==> src/hdl/rsaexp_pkg.sv <==
package rsaexp_pkg;

    // widths of the stream fields
    localparam int unsigned FIELD_W = 32;
    localparam int unsigned IN_W    = 3 * FIELD_W;
    localparam int unsigned D_W     = 64;

    // result status codes
    localparam logic STATUS_OK         = 1'b0;
    localparam logic STATUS_NO_INVERSE = 1'b1;

    // sequencer states, one-hot
    typedef enum logic [5:0] {
        ST_IDLE   = 6'b000001,
        ST_MUL    = 6'b000010,
        ST_MOD    = 6'b000100,
        ST_SEARCH = 6'b001000,
        ST_DIV    = 6'b010000,
        ST_FINISH = 6'b100000
    } state_t;

endpackage

==> src/hdl/rsa_private_exponent_search_top.sv <==
// channel  | direction | fields (low bit first)                          | handshake
// s_*      | in        | tdata: prime_p, prime_q, exponent_e              | tvalid/tready
// m_*      | out       | tdata: exponent_d; tuser: status                 | tvalid/tready
//
// one item at a time: accept, multiply, an NW-bit mod by e, the search, an NW-bit
// divide by e, then finish, with NW = EXPONENT_WIDTH + 2*PRIME_WIDTH; a zero e
// skips straight to finish, and so does a search that finds no inverse
// the search tests one candidate per cycle on its own modular adder; the
// restoring divider does one quotient bit per cycle
// rst_n clears the sequencer and the output valid; no clearing pass
// s_tready is high only while the sequencer is idle; a finished result waits in
// the output register, and the next item is taken while it is still pending
module rsa_private_exponent_search_top #(
    parameter int unsigned PRIME_WIDTH    = 32,
    parameter int unsigned EXPONENT_WIDTH = 32
) (
    input  logic                              clk,
    input  logic                              rst_n,
    input  logic                              s_tvalid,
    output logic                              s_tready,
    input  logic [rsaexp_pkg::IN_W-1:0]       s_tdata,   // prime_p, prime_q, exponent_e
    output logic                              m_tvalid,
    input  logic                              m_tready,
    output logic [rsaexp_pkg::D_W-1:0]        m_tdata,   // exponent_d
    output logic                              m_tuser    // status
);

    localparam int unsigned PW  = PRIME_WIDTH;
    localparam int unsigned EW  = EXPONENT_WIDTH;
    localparam int unsigned PHW = 2 * PW;
    localparam int unsigned NW  = EW + PHW;
    localparam int unsigned CW  = $clog2(NW + 1);
    localparam int unsigned FW  = rsaexp_pkg::FIELD_W;
    localparam int unsigned DW  = rsaexp_pkg::D_W;

    rsaexp_pkg::state_t state_reg, state_next;

    logic [PW-1:0]  pm1_reg, pm1_next;
    logic [PW-1:0]  qm1_reg, qm1_next;
    logic [EW-1:0]  e_reg, e_next;
    logic [PHW-1:0] phi_reg, phi_next;
    logic [EW-1:0]  rm_reg, rm_next;      // phi mod e
    logic [EW-1:0]  r_reg, r_next;        // x*phi mod e
    logic [EW-1:0]  x_reg, x_next;
    logic [NW-1:0]  acc_reg, acc_next;    // x*phi
    logic [NW-1:0]  dvd_reg, dvd_next;    // dividend, quotient shifts in
    logic [EW-1:0]  rem_reg, rem_next;
    logic [CW-1:0]  cnt_reg, cnt_next;
    logic           fail_reg, fail_next;

    logic                       m_tvalid_reg, m_tvalid_next;
    logic [rsaexp_pkg::D_W-1:0] d_reg, d_next;
    logic                       st_reg, st_next;

    logic           in_xfer;
    logic           out_free;
    logic [EW:0]    trial;
    logic           trial_ge;
    logic [EW:0]    trial_diff;
    logic [EW:0]    msum;
    logic           msum_ge;
    logic [EW:0]    msum_diff;
    logic           hit;
    logic           last_x;
    logic           last_step;

    assign in_xfer  = s_tvalid && s_tready;
    assign out_free = !m_tvalid_reg || m_tready;
    assign s_tready = (state_reg == rsaexp_pkg::ST_IDLE);
    assign m_tvalid = m_tvalid_reg;
    assign m_tdata  = d_reg;
    assign m_tuser  = st_reg;

    // restoring divide step: one quotient bit
    assign trial      = {rem_reg, dvd_reg[NW-1]};
    assign trial_ge   = (trial >= {1'b0, e_reg});
    assign trial_diff = trial - {1'b0, e_reg};
    assign last_step  = (cnt_reg == CW'(1));

    // modular add for the next candidate
    assign msum      = {1'b0, r_reg} + {1'b0, rm_reg};
    assign msum_ge   = (msum >= {1'b0, e_reg});
    assign msum_diff = msum - {1'b0, e_reg};
    assign hit       = (r_reg == e_reg - EW'(1));
    assign last_x    = (x_reg == e_reg - EW'(1));

    // sequencer and datapath
    always_comb
    begin
        state_next    = state_reg;
        pm1_next      = pm1_reg;
        qm1_next      = qm1_reg;
        e_next        = e_reg;
        phi_next      = phi_reg;
        rm_next       = rm_reg;
        r_next        = r_reg;
        x_next        = x_reg;
        acc_next      = acc_reg;
        dvd_next      = dvd_reg;
        rem_next      = rem_reg;
        cnt_next      = cnt_reg;
        fail_next     = fail_reg;
        m_tvalid_next = m_tvalid_reg;
        d_next        = d_reg;
        st_next       = st_reg;

        if (m_tvalid_reg && m_tready)
        begin
            m_tvalid_next = 1'b0;
        end

        unique case (state_reg)
            rsaexp_pkg::ST_IDLE:
            begin
                if (in_xfer)
                begin
                    pm1_next   = s_tdata[PW-1:0] - PW'(1);
                    qm1_next   = s_tdata[FW +: PW] - PW'(1);
                    e_next     = s_tdata[2*FW +: EW];
                    state_next = rsaexp_pkg::ST_MUL;
                end
            end
            rsaexp_pkg::ST_MUL:
            begin
                phi_next  = PHW'(pm1_reg) * PHW'(qm1_reg);
                dvd_next  = NW'(phi_next);
                rem_next  = '0;
                cnt_next  = CW'(NW);
                fail_next = (e_reg == '0);
                if (e_reg == '0)
                begin
                    state_next = rsaexp_pkg::ST_FINISH;
                end
                else
                begin
                    state_next = rsaexp_pkg::ST_MOD;
                end
            end
            rsaexp_pkg::ST_MOD:
            begin
                rem_next = trial_ge ? trial_diff[EW-1:0] : trial[EW-1:0];
                dvd_next = {dvd_reg[NW-2:0], trial_ge};
                cnt_next = cnt_reg - CW'(1);
                if (last_step)
                begin
                    rm_next    = rem_next;
                    r_next     = rem_next;
                    x_next     = EW'(1);
                    acc_next   = NW'(phi_reg);
                    state_next = rsaexp_pkg::ST_SEARCH;
                end
            end
            rsaexp_pkg::ST_SEARCH:
            begin
                priority if (hit)
                begin
                    dvd_next   = acc_reg + NW'(1);
                    rem_next   = '0;
                    cnt_next   = CW'(NW);
                    state_next = rsaexp_pkg::ST_DIV;
                end
                else if (last_x)
                begin
                    fail_next  = 1'b1;
                    state_next = rsaexp_pkg::ST_FINISH;
                end
                else
                begin
                    x_next   = x_reg + EW'(1);
                    r_next   = msum_ge ? msum_diff[EW-1:0] : msum[EW-1:0];
                    acc_next = acc_reg + NW'(phi_reg);
                end
            end
            rsaexp_pkg::ST_DIV:
            begin
                rem_next = trial_ge ? trial_diff[EW-1:0] : trial[EW-1:0];
                dvd_next = {dvd_reg[NW-2:0], trial_ge};
                cnt_next = cnt_reg - CW'(1);
                if (last_step)
                begin
                    state_next = rsaexp_pkg::ST_FINISH;
                end
            end
            rsaexp_pkg::ST_FINISH:
            begin
                if (out_free)
                begin
                    m_tvalid_next = 1'b1;
                    if (fail_reg)
                    begin
                        d_next  = '0;
                        st_next = rsaexp_pkg::STATUS_NO_INVERSE;
                    end
                    else
                    begin
                        d_next  = DW'(dvd_reg[PHW-1:0]);
                        st_next = rsaexp_pkg::STATUS_OK;
                    end
                    state_next = rsaexp_pkg::ST_IDLE;
                end
            end
            default:
            begin
                state_next = rsaexp_pkg::ST_IDLE;
            end
        endcase
    end

    // control registers
    always_ff @(posedge clk or negedge rst_n)
    begin
        if (!rst_n)
        begin
            state_reg    <= rsaexp_pkg::ST_IDLE;
            m_tvalid_reg <= 1'b0;
            cnt_reg      <= '0;
            fail_reg     <= 1'b0;
        end
        else
        begin
            state_reg    <= state_next;
            m_tvalid_reg <= m_tvalid_next;
            cnt_reg      <= cnt_next;
            fail_reg     <= fail_next;
        end
    end

    // payload registers
    always_ff @(posedge clk)
    begin
        pm1_reg <= pm1_next;
        qm1_reg <= qm1_next;
        e_reg   <= e_next;
        phi_reg <= phi_next;
        rm_reg  <= rm_next;
        r_reg   <= r_next;
        x_reg   <= x_next;
        acc_reg <= acc_next;
        dvd_reg <= dvd_next;
        rem_reg <= rem_next;
        d_reg   <= d_next;
        st_reg  <= st_next;
    end

    // no-inverse results carry a zero exponent
    assert property (@(posedge clk) disable iff (!rst_n)
        (m_tvalid && m_tuser) |-> (m_tdata == '0))
        else $error("no-inverse result with nonzero exponent");

    // search residue stays reduced
    assert property (@(posedge clk) disable iff (!rst_n)
        (state_reg == rsaexp_pkg::ST_SEARCH) |-> (r_reg < e_reg))
        else $error("search residue not below exponent");

    // divide step counter stays in range
    assert property (@(posedge clk) disable iff (!rst_n)
        ((state_reg == rsaexp_pkg::ST_MOD) || (state_reg == rsaexp_pkg::ST_DIV))
        |-> ((cnt_reg != '0) && (cnt_reg <= CW'(NW))))
        else $error("divide counter out of range");

    // leaving finish always presents a result
    assert property (@(posedge clk) disable iff (!rst_n)
        ((state_reg == rsaexp_pkg::ST_FINISH) && out_free) |=> m_tvalid)
        else $error("finished item not presented");

    // a zero exponent never reaches the search
    assert property (@(posedge clk) disable iff (!rst_n)
        ((state_reg == rsaexp_pkg::ST_MUL) && (e_reg == '0))
        |=> (state_reg == rsaexp_pkg::ST_FINISH))
        else $error("zero exponent entered the search");

endmodule

==> config.mk <==
export PLATFORM = sky130hd
export DESIGN_NAME = rsa_private_exponent_search_top
export DESIGN_NICKNAME = d
export VERILOG_FILES = /design/src/hdl/rsaexp_pkg.sv /design/src/hdl/rsa_private_exponent_search_top.sv
export SDC_FILE = /design/constraint.sdc
export NUM_CORES = 2
export LEC_CHECK = 0
export BUFFER_PORTS_ARGS = -buffer_cell sky130_fd_sc_hd__buf_2
export CORE_MARGIN = 4
export CORE_UTILIZATION = 28
export CTS_CLUSTER_DIAMETER = 40
export DETAILED_ROUTE_END_ITERATION = 8
export GPL_TIMING_DRIVEN = 0
export PLACE_DENSITY_LB_ADDON = 0.1
export SLEW_MARGIN = 20
export SYNTH_ARGS = -nofsm -noshare
export SYNTH_HDL_FRONTEND = slang
export SYNTH_SLANG_ARGS = --single-unit
export TNS_END_PERCENT = 30
==> constraint.sdc <==
create_clock -name clk -period 10.89 [get_ports clk]
set_input_delay 0.5445 -clock clk [delete_from_list [all_inputs] [get_ports clk]]
set_output_delay 0.5445 -clock clk [all_outputs]
set_load 0.01 [all_outputs]
==> run_results.csv <==
group,metric,value,unit
logic_synthesis,yosys.cell_types.count,94,
worst_setup_path,r2r_cells,25,
sta,relSlewSlack,11.0,%
sta,min_period,10.42,ns
floorplan,row_count,180,
logic_synthesis,ys_ff_latch,560,
global_route,antenna_found_initial,23,
status,outcome,"finished, final reports clean",
sta,final.setup.tns,0,ns
floorplan,start_util,28.3,%
worst_setup_path,slowest_delay,0.96,ns
hold_path,whs_path_depth,2,
worst_setup_path,worstSetupEndpointType,"register",
worst_setup_path,cp_max_fo,10,
logic_synthesis,ys.flop_type,"edfxtp_1",
worst_setup_path,path_class,"reg2reg",
route,firstDrtPassIters,7,
logic_synthesis,yosys.area.top_type,"fa_1",
finish,nFillCells,25200,
global_route,overflow,0,
placed_design,gp_congestion,0.910,
sta,fin_worst_skew,0.0540,ns
global_route,grt_use_total,21.4,%
sta,fmax,96.0,MHz
logic_synthesis,synthArstFlopShare,2.68,%
clock_tree,clock_latency,0.80,ns
worst_setup_path,worstPathRequired,11.42,ns
worst_setup_path,critPathArrivalTime,10.94,ns
placed_design,dp_hpwl,219000,µm
clock_tree,clkTransAtPathRegs,0.05,ns
sta,tightest_slew,1.33,ns
sta,rsz0062_at_grt,"false",
clock_tree,cts.sinks,560,
route,viasPerCell,4.94,
logic_synthesis,mappedNetlistArea,68200,µm²
logic_synthesis,synth_area_leaders,"fa_1 26%, edfxtp_1 24%, ha_1 7.9%",
floorplan,num_io_pins,167,
route,drt_drc_violations_left,0,
floorplan,die_w,502,µm
route,ant_nets,0,
route,routed_wl,270000,µm
finish,area_growth,15.6,%
global_route,first_global_vias,56200,
logic_synthesis,synth_common_cells,"991 x inv_1, 900 x fa_1, 811 x nand2_1, 638 x and2_1, 545 x edfxtp_1",
worst_setup_path,cp_slowest_cell,"clkbuf_1",
logic_synthesis,ys_seq_area_share,24.5,%
sta,setup_viol_count_final,0,
run,drv_cap,0,
logic_synthesis,synth_edf_count,545,
route,routedWlPerCell,25.0,µm
floorplan,die-area,252000,µm²
clock_tree,cts_made_buffers,132,
floorplan,core_area,241000,µm²
floorplan,fp.dieH,502,µm
finish,nets,8932,
sta,slew_violations,0,
global_route,grt_start_max_net_pins,85,
logic_synthesis,ys_warn_count,0,
logic_synthesis,synth_top_area_share,26.4,%
hold_path,hold_class,"in2reg",
sta,finalHoldViolCount,0,
finish,drive_gt1_share,6.69,%
logic_synthesis,yosys.cell_count.top_type,"inv_1",
logic_synthesis,syn_area_per_cell,9.59,µm²
logic_synthesis,syn_inst,7115,
logic_synthesis,syn_nets,8546,
worst_setup_path,crit_top_cell,"fa_1",
clock_tree,cts_root_buffer,"clkbuf_16",
placed_design,port_buffers,166,
global_route,grt_pass1_wl,393000,µm
worst_setup_path,crit_path_start_kind,"register",
sta,period_share,95.6,%
route,route.vias.total,53400,
clock_tree,cts_tree,"built",
clock_tree,htreeDepth,4,
route,first_iter_violations,3934,
clock_tree,clockBufferDepth,3,
-- cell type report --
class	count	area, µm²	share of cell area (%)
diodes	16	40.0	0.0508
plain buffers	337	1320	1.67
clock buffers	146	3360	4.25
well taps	3185	3990	5.05
clock inverters	95	1280	1.62
flip-flops and latches	560	16700	21.2
multi-input cells	5225	46500	59.0
inverters	993	3730	4.73
repair buffers	252	1900	2.41
-- cell families after synthesis --
family	Yosys count	share of synthesized area, %
and+or+nand+nor	2381	17.6
buffers and inverters	1330	7.35
muxes	32	0.479
DFF	560	24.5
adders and majority gates	1331	34.3
AOI/OAI and AO/OA	1011	9.68
xor gates and xnor gates	470	6.04
-- cells in the final DEF (no fill, tap or decap), types with 46 or more instances in the layout --
cell type      netlist  layout
a221o_1             61      61
nand3_1            102     102
fa_1               900     900
inv_1              991     990
or3_1               46      46
o21ai_0            237     237
xnor2_1            252     252
a21o_1             106     106
nand4_1             71      71
ha_1               431     431
clkbuf_16            0     132
a21oi_1            274     274
nor3_1              92      91
nor2b_1             96      95
clkbuf_1           318     304
dlygate4sd3_1        0      58
and3_1              49      49
nand2_1            811     811
and2_1             638     637
xor2_1             217     217
nor2_1             341     338
edfxtp_1           545     545
buf_2               11     177
-- critical path: cells and delay by family (launching register included) --
family,cells,cell delay (ns)
buffers and inverters,5,1.42
DFF,1,0.62
AOI/OAI and AO/OA,7,2.95
adders and majority gates,9,4.35
and+or+nand+nor,3,0.48
xor gates and xnor gates,1,0.31
-- final timing paths --
check / startpoint / end / slack [ns]
min reg2reg: cnt_reg[6] / cnt_reg[6] / 0.49
max: pm1_reg[3] / dvd_reg[56] / 0.47
max reg2reg: pm1_reg[3] / dvd_reg[56] / 0.47
min: s_tdata[46] / qm1_reg[14] / 0.08
max in group asynchronous: rst_n / state_reg[0] / 10.35
min in group asynchronous: rst_n / state_reg[4] / 0.23
-- stage by stage --
| stage | instances | setup WS (ns) | utilization (%) | area (µm²) | hold WS (ns) |
|---|---|---|---|---|---|
| final | 10800 | 0.474 | 32.7 | 78900 | 0.0799 |
| after global routing | 10800 | 0.0987 | 32.7 | 78900 | 0.0553 |
| after CTS | 10800 | 0.295 | 32.7 | 78800 | 0.00218 |
| after detailed placement | 10500 | 0.363 | 30.5 | 73600 | 0.479 |
| after global placement | 10500 | -6.75 | 30.3 | 73000 | 0.477 |
| after floorplan | 7115 | 0.844 | - | 68200 | 0.249 |
-- metal layers --
metal,vias up,GRT usage [%],share of wire (%)
met5,-,0,0.0048
met4,2,6.84,3.2
met3,326,3.97,6.9
met2,1630,33.2,44
met1,27300,30.1,46
li1,24100,-,-
-- repair_timing --
item	CTS	global route
gates resized for setup	0	1
hold buffers	58	0
setup buffers	0	0
endpoints found under the hold margin	73	0
setup endpoints to repair	0	2
Power is not shown: default switching activity piles up to over one toggle a cycle in this logic, so the estimate is an artifact.
